File: config.mk
export PLATFORM = sky130hd
export DESIGN_NAME = release_swipe_velocity
export DESIGN_NICKNAME = d
export VERILOG_FILES = /design/src/rtl/rsv_pkg.sv /design/src/rtl/rsv_ring.sv /design/src/rtl/rsv_div.sv /design/src/rtl/release_swipe_velocity.sv
export SDC_FILE = /design/constraint.sdc
export NUM_CORES = 2
export LEC_CHECK = 0
export ABC_AREA = 1
export ABC_CLOCK_PERIOD_IN_PS = 7500
export BUFFER_PORTS_ARGS = -buffer_cell sky130_fd_sc_hd__buf_4
export CORE_MARGIN = 3
export CORE_UTILIZATION = 54
export CTS_CLUSTER_DIAMETER = 120
export DETAILED_ROUTE_END_ITERATION = 10
export PLACE_DENSITY_LB_ADDON = 0.1
export SETUP_SLACK_MARGIN = 0.2
export SLEW_MARGIN = 10
export SYNTH_ARGS = -nofsm -noshare
export SYNTH_HDL_FRONTEND = slang
export SYNTH_HIERARCHICAL = 1
export SYNTH_SLANG_ARGS = --single-unit
export TNS_END_PERCENT = 5
File: constraint.sdc
create_clock -name clk -period 7.5 [get_ports clk]
set_input_delay 1.125 -clock clk [delete_from_list [all_inputs] [get_ports clk]]
set_output_delay 1.125 -clock clk [all_outputs]
set_load 0.02 [all_outputs]
File: src/rtl/rsv_pkg.sv
// ----------------------------------------------------------------------------
// Release swipe velocity package
// Shared constants, codes and types for the release swipe velocity block.
// ----------------------------------------------------------------------------
package rsv_pkg;

  // Ring of recent touch frames.
  localparam int RING_DEPTH = 32;
  localparam int RING_AW    = $clog2(RING_DEPTH);
  localparam int FILL_W     = $clog2(RING_DEPTH + 1);

  // Scaling: 65535 position units are one key length, Q8.8 per second.
  localparam logic [15:0] KEY_UNITS      = 16'd65535;
  localparam logic [27:0] Q88_PER_SECOND = 28'd256000000;

  // Divider operand widths: numerator is 65535 * 256e6 at most (44 bits),
  // denominator is 65535 * dt with a 32-bit dt (48 bits).
  localparam int NUM_W = 44;
  localparam int DEN_W = 48;
  localparam int CNT_W = $clog2(NUM_W + 1);

  // Input commands.
  localparam logic CMD_FRAME   = 1'b0;
  localparam logic CMD_RELEASE = 1'b1;

  // Gesture classes.
  localparam logic [1:0] GEST_NONE = 2'd0;
  localparam logic [1:0] GEST_UP   = 2'd1;
  localparam logic [1:0] GEST_DOWN = 2'd2;

  // Configuration register indexes.
  localparam logic [1:0] REG_LOOKBACK  = 2'd0;
  localparam logic [1:0] REG_UP_THR    = 2'd1;
  localparam logic [1:0] REG_DOWN_THR  = 2'd2;
  localparam logic [1:0] REG_SUSPENDED = 2'd3;

  // One stored touch frame.
  typedef struct packed {
    logic [31:0] stamp;
    logic [15:0] pos;
    logic [1:0]  touches;
  } frame_t;

  // Divider result: truncated quotient and a flag for quotients of 32768 or more.
  typedef struct packed {
    logic [15:0] quot;
    logic        big;
  } div_res_t;

endpackage

File: src/rtl/rsv_ring.sv
// ----------------------------------------------------------------------------
// Release swipe velocity frame ring
// Single-port-write, single-port-read memory of recent touch frames with a
// registered read.
// ----------------------------------------------------------------------------
module rsv_ring
  import rsv_pkg::*;
(
  input  logic               clk,
  input  logic               we,
  input  logic [RING_AW-1:0] waddr,
  input  frame_t             wdata,
  input  logic [RING_AW-1:0] raddr,
  output frame_t             rdata
);

  frame_t mem [RING_DEPTH];

  always_ff @(posedge clk) begin
    if (we) begin
      mem[waddr] <= wdata;
    end
  end

  always_ff @(posedge clk) begin
    rdata <= mem[raddr];
  end

endmodule

File: src/rtl/rsv_div.sv
// ----------------------------------------------------------------------------
// Release swipe velocity divider
// Restoring divider producing one quotient bit per cycle, with the quotient
// kept to 16 bits and a sticky flag for larger results.
// ----------------------------------------------------------------------------
module rsv_div
  import rsv_pkg::*;
(
  input  logic             clk,
  input  logic             rst,
  input  logic             start,
  input  logic [NUM_W-1:0] num,
  input  logic [DEN_W-1:0] den,
  output logic             done,
  output div_res_t         res
);

  logic             active;
  logic [CNT_W-1:0] cnt;
  logic [DEN_W:0]   rem;
  logic [DEN_W-1:0] divisor;
  logic [NUM_W-1:0] numsh;
  logic [15:0]      quot;
  logic             ovf;

  logic [DEN_W:0]   rem_sh;
  logic             fits;
  logic [DEN_W:0]   rem_next;

  // One restoring step: bring down the next dividend bit and try a subtract.
  always_comb begin
    rem_sh   = {rem[DEN_W-1:0], numsh[NUM_W-1]};
    fits     = rem_sh >= {1'b0, divisor};
    rem_next = fits ? (rem_sh - {1'b0, divisor}) : rem_sh;
  end

  always_ff @(posedge clk) begin
    if (rst) begin
      active <= 1'b0;
      done   <= 1'b0;
      cnt    <= '0;
    end else begin
      done <= 1'b0;
      if (start) begin
        active <= 1'b1;
        cnt    <= CNT_W'(NUM_W);
      end else if (active) begin
        cnt <= cnt - 1'b1;
        if (cnt == CNT_W'(1)) begin
          active <= 1'b0;
          done   <= 1'b1;
        end
      end
    end
  end

  always_ff @(posedge clk) begin
    if (start) begin
      rem     <= '0;
      divisor <= den;
      numsh   <= num;
      quot    <= '0;
      ovf     <= 1'b0;
    end else if (active) begin
      rem   <= rem_next;
      numsh <= {numsh[NUM_W-2:0], 1'b0};
      quot  <= {quot[14:0], fits};
      ovf   <= ovf | quot[15];
    end
  end

  assign res.quot = quot;
  assign res.big  = ovf | quot[15];

endmodule

File: src/rtl/release_swipe_velocity.sv
// ----------------------------------------------------------------------------
// Release swipe velocity
// Stores touch frames in a ring and, on a key release, walks back through the
// recent frames to measure the swipe velocity and classify the gesture.
// ----------------------------------------------------------------------------
//
// Channel    Handshake                   Payload
// ---------  --------------------------  -------------------------------------
// items in   start & !busy               command, timestamp, touch_count,
//                                        position, note_active
// results    done, one cycle per result  velocity_valid, velocity, gesture
// config     APB write, pready always 1  lookback_limit, up_threshold,
//                                        down_threshold, output_suspended
//
// A frame item is written into the ring at the edge that accepts it, and busy
// stays low, so frames may arrive in every cycle while no release is in work.
// A release item with the note on walks back through the ring, each frame
// taking a memory read state and a check state, with one more read state when
// the walk runs off the oldest frame; then come the set-up states (difference,
// multiply, divider start), a wait on the serial divider, and the saturate and
// output states. A release on an empty ring goes straight to the output state,
// and one whose end and start frames share a timestamp skips the divider and
// goes from the difference state to the output state. A release with the note
// off is accepted and gives no result.
// Synchronous reset empties the ring (fill level and write slot to zero) and
// loads the register defaults; ring contents are not cleared, as the walk
// only ever reads entries that have been written. Results are presented for
// exactly one cycle with done and cannot be held off by the receiver.
// ----------------------------------------------------------------------------
module release_swipe_velocity
  import rsv_pkg::*;
(
  input  logic               clk,
  input  logic               rst,
  // Item channel
  input  logic               start,
  output logic               busy,
  input  logic               command,
  input  logic [31:0]        timestamp,
  input  logic [1:0]         touch_count,
  input  logic [15:0]        position,
  input  logic               note_active,
  // Result channel
  output logic               done,
  output logic               velocity_valid,
  output logic signed [15:0] velocity,
  output logic [1:0]         gesture,
  // Configuration port
  input  logic               psel,
  input  logic               penable,
  input  logic               pwrite,
  input  logic [3:0]         paddr,
  input  logic [31:0]        pwdata,
  output logic [31:0]        prdata,
  output logic               pready
);

  // Sequencer states, one-hot.
  typedef enum logic [8:0] {
    ST_IDLE    = 9'b000000001,
    ST_WALK_RD = 9'b000000010,
    ST_WALK_CK = 9'b000000100,
    ST_DIFF    = 9'b000001000,
    ST_MUL     = 9'b000010000,
    ST_DIV_GO  = 9'b000100000,
    ST_DIV_WT  = 9'b001000000,
    ST_SAT     = 9'b010000000,
    ST_OUT     = 9'b100000000
  } state_t;

  state_t state;

  // Configuration registers.
  logic [31:0]        lookback_limit;
  logic signed [15:0] up_threshold;
  logic signed [15:0] down_threshold;
  logic               output_suspended;

  // Ring bookkeeping.
  logic [RING_AW-1:0] write_slot;
  logic [FILL_W-1:0]  fill_level;
  logic [RING_AW-1:0] rd_slot;
  logic [FILL_W-1:0]  walk_idx;
  logic               seen;
  logic [31:0]        rel_stamp;

  // End and start points of the swipe, and the last frame checked.
  logic [31:0] end_stamp;
  logic [15:0] end_pos;
  logic [31:0] start_stamp;
  logic [15:0] start_pos;
  logic [31:0] prev_stamp;
  logic [15:0] prev_pos;

  // Arithmetic operands and the result under construction.
  logic               neg;
  logic [15:0]        mag;
  logic [31:0]        dt;
  logic [NUM_W-1:0]   num;
  logic [DEN_W-1:0]   den;
  logic               valid_r;
  logic signed [15:0] vel_r;

  frame_t   cur;
  frame_t   frame_in;
  logic     ring_we;
  logic     div_start;
  logic     div_done;
  div_res_t div_res;

  logic               item_acc;
  logic               cfg_wr;
  logic [31:0]        age;
  logic               too_old;
  logic [RING_AW-1:0] newest_slot;
  logic [RING_AW-1:0] prev_slot;
  logic [31:0]        dt_calc;
  logic [1:0]         gesture_calc;

  assign busy     = (state != ST_IDLE);
  assign item_acc = start && !busy;
  assign pready   = 1'b1;
  assign cfg_wr   = psel && penable && pwrite && pready;

  // A frame item goes straight into the ring at the slot after the newest.
  assign ring_we            = item_acc && (command == CMD_FRAME);
  assign frame_in.stamp     = timestamp;
  assign frame_in.pos       = position;
  assign frame_in.touches   = touch_count;

  rsv_ring u_ring (
    .clk   (clk),
    .we    (ring_we),
    .waddr (write_slot),
    .wdata (frame_in),
    .raddr (rd_slot),
    .rdata (cur)
  );

  assign div_start = (state == ST_DIV_GO);

  rsv_div u_div (
    .clk   (clk),
    .rst   (rst),
    .start (div_start),
    .num   (num),
    .den   (den),
    .done  (div_done),
    .res   (div_res)
  );

  // Slot arithmetic with wrap-around at the ring depth.
  always_comb begin
    newest_slot = (write_slot == '0) ? RING_AW'(RING_DEPTH - 1) : (write_slot - 1'b1);
    prev_slot   = (rd_slot == '0) ? RING_AW'(RING_DEPTH - 1) : (rd_slot - 1'b1);
  end

  // The age of the frame under test, modulo 2^32 like the timestamps.
  assign age     = rel_stamp - cur.stamp;
  assign too_old = (age >= lookback_limit);
  assign dt_calc = end_stamp - start_stamp;

  // Classification is done on the finished velocity; an invalid result and a
  // suspended output both report no gesture.
  always_comb begin
    gesture_calc = GEST_NONE;
    if (valid_r && !output_suspended) begin
      if (vel_r > up_threshold) begin
        gesture_calc = GEST_UP;
      end else if (vel_r < down_threshold) begin
        gesture_calc = GEST_DOWN;
      end
    end
  end

  // Configuration writes and reads.
  always_ff @(posedge clk) begin
    if (rst) begin
      lookback_limit   <= 32'd100000;
      up_threshold     <= 16'sd256;
      down_threshold   <= -16'sd384;
      output_suspended <= 1'b0;
    end else if (cfg_wr) begin
      unique case (paddr[3:2])
        REG_LOOKBACK:  lookback_limit   <= pwdata;
        REG_UP_THR:    up_threshold     <= $signed(pwdata[15:0]);
        REG_DOWN_THR:  down_threshold   <= $signed(pwdata[15:0]);
        REG_SUSPENDED: output_suspended <= pwdata[0];
        default:       lookback_limit   <= lookback_limit;
      endcase
    end
  end

  always_comb begin
    unique case (paddr[3:2])
      REG_LOOKBACK:  prdata = lookback_limit;
      REG_UP_THR:    prdata = {{16{up_threshold[15]}}, up_threshold};
      REG_DOWN_THR:  prdata = {{16{down_threshold[15]}}, down_threshold};
      REG_SUSPENDED: prdata = {31'd0, output_suspended};
      default:       prdata = '0;
    endcase
  end

  // Ring fill tracking.
  always_ff @(posedge clk) begin
    if (rst) begin
      write_slot <= '0;
      fill_level <= '0;
    end else if (ring_we) begin
      write_slot <= (write_slot == RING_AW'(RING_DEPTH - 1)) ? '0 : (write_slot + 1'b1);
      if (fill_level < FILL_W'(RING_DEPTH)) begin
        fill_level <= fill_level + 1'b1;
      end
    end
  end

  // Sequencer control.
  always_ff @(posedge clk) begin
    if (rst) begin
      state    <= ST_IDLE;
      done     <= 1'b0;
      walk_idx <= '0;
      seen     <= 1'b0;
    end else begin
      done <= 1'b0;
      unique case (state)
        ST_IDLE: begin
          if (item_acc && (command == CMD_RELEASE) && note_active) begin
            walk_idx <= '0;
            seen     <= 1'b0;
            state    <= (fill_level == '0) ? ST_OUT : ST_WALK_RD;
          end
        end
        ST_WALK_RD: begin
          // Running off the oldest frame ends the walk there.
          state <= (walk_idx == fill_level) ? ST_DIFF : ST_WALK_CK;
        end
        ST_WALK_CK: begin
          if (too_old) begin
            state <= ST_DIFF;
          end else if ((cur.touches == 2'd0) && seen) begin
            state <= ST_DIFF;
          end else begin
            if (cur.touches != 2'd0) begin
              seen <= 1'b1;
            end
            walk_idx <= walk_idx + 1'b1;
            state    <= ST_WALK_RD;
          end
        end
        ST_DIFF: begin
          state <= (dt_calc == '0) ? ST_OUT : ST_MUL;
        end
        ST_MUL:    state <= ST_DIV_GO;
        ST_DIV_GO: state <= ST_DIV_WT;
        ST_DIV_WT: begin
          if (div_done) begin
            state <= ST_SAT;
          end
        end
        ST_SAT: state <= ST_OUT;
        ST_OUT: begin
          done  <= 1'b1;
          state <= ST_IDLE;
        end
        default: state <= ST_IDLE;
      endcase
    end
  end

  // Sequencer datapath.
  always_ff @(posedge clk) begin
    unique case (state)
      ST_IDLE: begin
        rel_stamp <= timestamp;
        rd_slot   <= newest_slot;
        valid_r   <= 1'b0;
        vel_r     <= '0;
      end
      ST_WALK_RD: begin
        start_stamp <= prev_stamp;
        start_pos   <= prev_pos;
      end
      ST_WALK_CK: begin
        // The newest frame is the end point until a frame with touches is met.
        if ((walk_idx == '0) ||
            (!too_old && (cur.touches != 2'd0) && !seen)) begin
          end_stamp <= cur.stamp;
          end_pos   <= cur.pos;
        end
        if (too_old) begin
          start_stamp <= cur.stamp;
          start_pos   <= cur.pos;
        end else if ((cur.touches == 2'd0) && seen) begin
          // The frame just after the gap starts the swipe.
          start_stamp <= prev_stamp;
          start_pos   <= prev_pos;
        end
        prev_stamp <= cur.stamp;
        prev_pos   <= cur.pos;
        rd_slot    <= prev_slot;
      end
      ST_DIFF: begin
        dt  <= dt_calc;
        neg <= (end_pos < start_pos);
        mag <= (end_pos < start_pos) ? (start_pos - end_pos) : (end_pos - start_pos);
      end
      ST_MUL: begin
        num <= NUM_W'(mag) * NUM_W'(Q88_PER_SECOND);
        den <= {dt, 16'd0} - DEN_W'(dt);
      end
      ST_SAT: begin
        valid_r <= 1'b1;
        if (neg) begin
          vel_r <= div_res.big ? -16'sd32768 : $signed(16'd0 - div_res.quot);
        end else begin
          vel_r <= div_res.big ? 16'sd32767 : $signed(div_res.quot);
        end
      end
      ST_OUT: begin
        velocity_valid <= valid_r;
        velocity       <= vel_r;
        gesture        <= gesture_calc;
      end
      default: begin
        rel_stamp <= rel_stamp;
      end
    endcase
  end

`ifndef SYNTH
  // A result strobe never lasts longer than one cycle.
  a_done_pulse: assert property (@(posedge clk) disable iff (rst)
    done |=> !done)
    else $error("done held for more than one cycle");

  // The walk only ever checks frames that have been written.
  a_walk_in_fill: assert property (@(posedge clk) disable iff (rst)
    (state == ST_WALK_CK) |-> (walk_idx < fill_level))
    else $error("walk read beyond the filled part of the ring");

  // The fill level saturates at the ring depth.
  a_fill_bound: assert property (@(posedge clk) disable iff (rst)
    fill_level <= FILL_W'(RING_DEPTH))
    else $error("fill level beyond ring depth");

  // An invalid result carries a zero velocity and no gesture.
  a_invalid_zero: assert property (@(posedge clk) disable iff (rst)
    (done && !velocity_valid) |-> ((velocity == 16'sd0) && (gesture == GEST_NONE)))
    else $error("invalid result with non-zero payload");
`endif

endmodule

==> summary.txt <==
Setup path
  • Crit path DAT: 6350 ps
  • Critical Path Max Stage Delay: 710 ps
  • Critical path cell sequence: inv_1, ha_1, nand3_1, nand2_1, a21oi_1, o21bai_1, a21oi_1, o21ai_0, nand2_1, nand2_1, a21oi_1, xor2_1, ha_1, nand4_1, inv_1, nand2_1, nor4_1, nand4_1, nand3_1, nand2_2, buf_4, mux2_1
  • Worst path slowest cell: nand2_2
  • Crit path required time: 8090 ps
  • Worst Setup Path Type: reg -> reg
  • Crit end category: register
  • Top cell by count, worst path: nand2_1
  • R2r setup slk: 1740 ps
  • Worst-path fanout max: 49
  • Critical path launch point type: register

Layout
  • Register area: 65500 um2
  • Commonest non-fill, non-tap cell in the layout: nand2_1
  • # nets final: 10900
  • P&R area growth vs syn: 9.38%
  • Fraction of layout cells with a size suffix above 1: 8.79%
  • Fillers: 16400
  • Area occupied by multi-input gates: 35100 um2
  • Commonest cells after routing, fill and taps aside: nand2_1 (3264), edfxtp_1 (2036), nand3_1 (1351), inv_1 (867), nor2_1 (374)

GRT
  • First-pass GRT wire length: 450 mm
  • Vias in the first global route: 71900
  • GRT Total Usage: 29.2%
  • Remaining Overflow, GRT: 0
  • Largest net degree at the start of global routing: 213
  • Initial antenna violation count: 27

Synth
  • YS warnings: 6
  • Register bit total from synthesis: 2252
  • EDFF count, synth: 2036
  • Distinct cells, synth: 70
  • Cell count after synthesis: 10400
  • Syn_area_per_cell: 10.3 um2
  • Most common flop cell mapped by yosys: edfxtp_1
  • Cell Area, Synth: 107000 um2
  • Sequential share of the synthesized area: 61.2%
  • Asr flop ratio synth: 0%

Timing
  • Fmax: 174 MHz
  • Skew final: 75.6 ps
  • Slew headroom: 21.6%
  • Final hold violation count: 0
  • Setup ws final: 1740 ps
  • Final Cycle Share: 76.8%
  • Unrepaired setup endpoints after global routing: no
  • Tmin final: 5760 ps
  • Setup TNS: 0 ps
  • Setup violations, final: 0
  • Max Slew Vio Count: 0
  • Worst-Margin Slew: 1170 ps

Hold path
  • Hold/Removal Path Class: reg -> reg

Detailed routing
  • DRT Pass-1 Iters: 6
  • Initial DRC Count: 7042
  • DRC viols: 0
  • Wirelength per Cell: 22.6 um
  • DRT antenna net count: 0
  • WL final: 300 mm
  • Via-per-instance ratio: 5.66
  • Vias: 75000

Power
  • Pwr per Cell Area: 300 nW/um2
  • Worst vdd ir: 0.000292 V
  • Leak pwr: 46.8 nW
  • Pwr Total: 0.0350 W

Floorplanning
  • Core box area: 196000 um2
  • Die area: 203000 um2
  • Initial Util: 54.6%
  • DIE HEIGHT: 451 um
  • Row Count: 162
  • Die X: 451 um
  • Boundary Pins: 148

CTS
  • Clk_lat worst skew: 890 ps
  • Worst-case clock buffer depth: 3
  • Num CTS Buffers: 227
  • Count of hold-fix buffers inserted at cts: 0
  • Number of setup buffers added after CTS: 0
  • CTS clk-pin slew, worst paths: 60 ps
  • CTS tree: done
  • Post-cts resize count: 0
  • CTS root buffer: clkbuf_16
  • Num Clock Sinks: 2252
  • Htree depth: 4

Placed design
  • Placer's final routability congestion estimate: 0.910
  • IO buf count: 144
  • Final HPWL DP: 181 mm
  • Post-Place Worst Slack: 1700 ps

Run status
  • Outcome: finished clean

Run
  • Max Cap Violations: 0
==> power breakdown <==
group	total (W)	internal [W]	switching, W
clock	0.0112	0.00639	0.00486
combinational	0.00917	0.00262	0.00654
sequential	0.0146	0.0143	0.000357
==> routing by layer <==
metal	routed length [um]	track usage, %	vias up
li1	-	-	35200
met1	124000	39.4	36500
met2	143000	48.2	2692
met3	21000	4.29	571
met4	11200	10.8	4
met5	27	0	-
==> cells in the mapped netlist, drive strengths merged (16+ instances only) <==
| cell type | instances | area (um2) |
|---|---|---|
| a21oi | 305 | 1550 |
| buf | 350 | 2890 |
| clkbuf | 94 | 393 |
| dfxtp | 216 | 4320 |
| edfxtp | 2036 | 61100 |
| fa | 60 | 1200 |
| ha | 337 | 4220 |
| inv | 894 | 3370 |
| mux2 | 18 | 203 |
| nand2 | 3441 | 13400 |
| nand3 | 1427 | 7520 |
| nand3b | 16 | 133 |
| nand4 | 97 | 607 |
| nor2 | 419 | 1620 |
| nor3 | 71 | 372 |
| nor4 | 23 | 174 |
| o211ai | 26 | 200 |
| o21ai | 219 | 1100 |
| o221ai | 17 | 149 |
| o22ai | 17 | 106 |
| xnor2 | 45 | 394 |
| xor2 | 132 | 1160 |
==> critical path, delay by kind of cell (launching register included) <==
kind	cells	cell delay [ps]
and+or+nand+nor	10	2250
AOI/OAI and AO/OA	5	1030
adders and majority gates	2	690
buffers and inverters	3	670
DFF	1	350
muxes	1	340
xor gates and xnor gates	1	160
==> sequential cells by signal (all words and copies together), names as in the netlist, 30 cells and up <==
| register | cells |
|---|---|
| u_ring/rdata | 50 |
| start_stamp | 32 |
| u_div/numsh | 44 |
| end_stamp | 32 |
| num | 30 |
| prev_stamp | 32 |
| u_div/divisor | 48 |
| u_div/rem | 48 |
| den | 48 |
| lookback_limit | 32 |
| rel_stamp | 32 |
| u_ring/mem | 1600 |
| dt | 32 |
==> cell type report <==
class	instances	share of cell area, %
clock buffers	294	5.25
multi-input cells	6784	30.0
clock inverters	138	1.15
well taps	2624	2.81
inverters	900	2.93
diodes	18	0.0385
flip-flops and latches	2252	56.0
repair buffers	249	1.83
==> final timing paths <==
check	start	to	depth (start not counted)
min reg2reg	den[25]$_DFFE_PP_	u_div/divisor[25]$_DFFE_PP_	0
max	u_ring/rdata[20]$_DFF_P_	start_stamp[31]$_DFFE_PP_	22
max reg2reg	u_ring/rdata[20]$_DFF_P_	start_stamp[31]$_DFFE_PP_	22
min	den[25]$_DFFE_PP_	u_div/divisor[25]$_DFFE_PP_	0
==> logic make-up after synthesis <==
family,after synthesis,share of synthesized area (%)
XOR/XNOR,177,1.45
buffers and inverters,1344,6.24
flip-flops,2252,61.2
other,2,0.00702
multiplexers,19,0.199
AND/OR/NAND/NOR,5513,22.4
AO/OA/AOI/OAI,663,3.46
adder cells (fa/ha/maj),397,5.07
==> per-stage QoR <==
step	utilization [%]	hold WS, ps	instances	instance area [um2]
final	59.7	417	13300	117000
after detailed placement	55.9	405	12800	109000
after CTS	59.7	417	13200	117000
after global routing	59.7	423	13300	117000
after global placement	55.9	402	12800	109000
after floorplan	-	400	10400	107000
(Power assumes the default switching activity.)
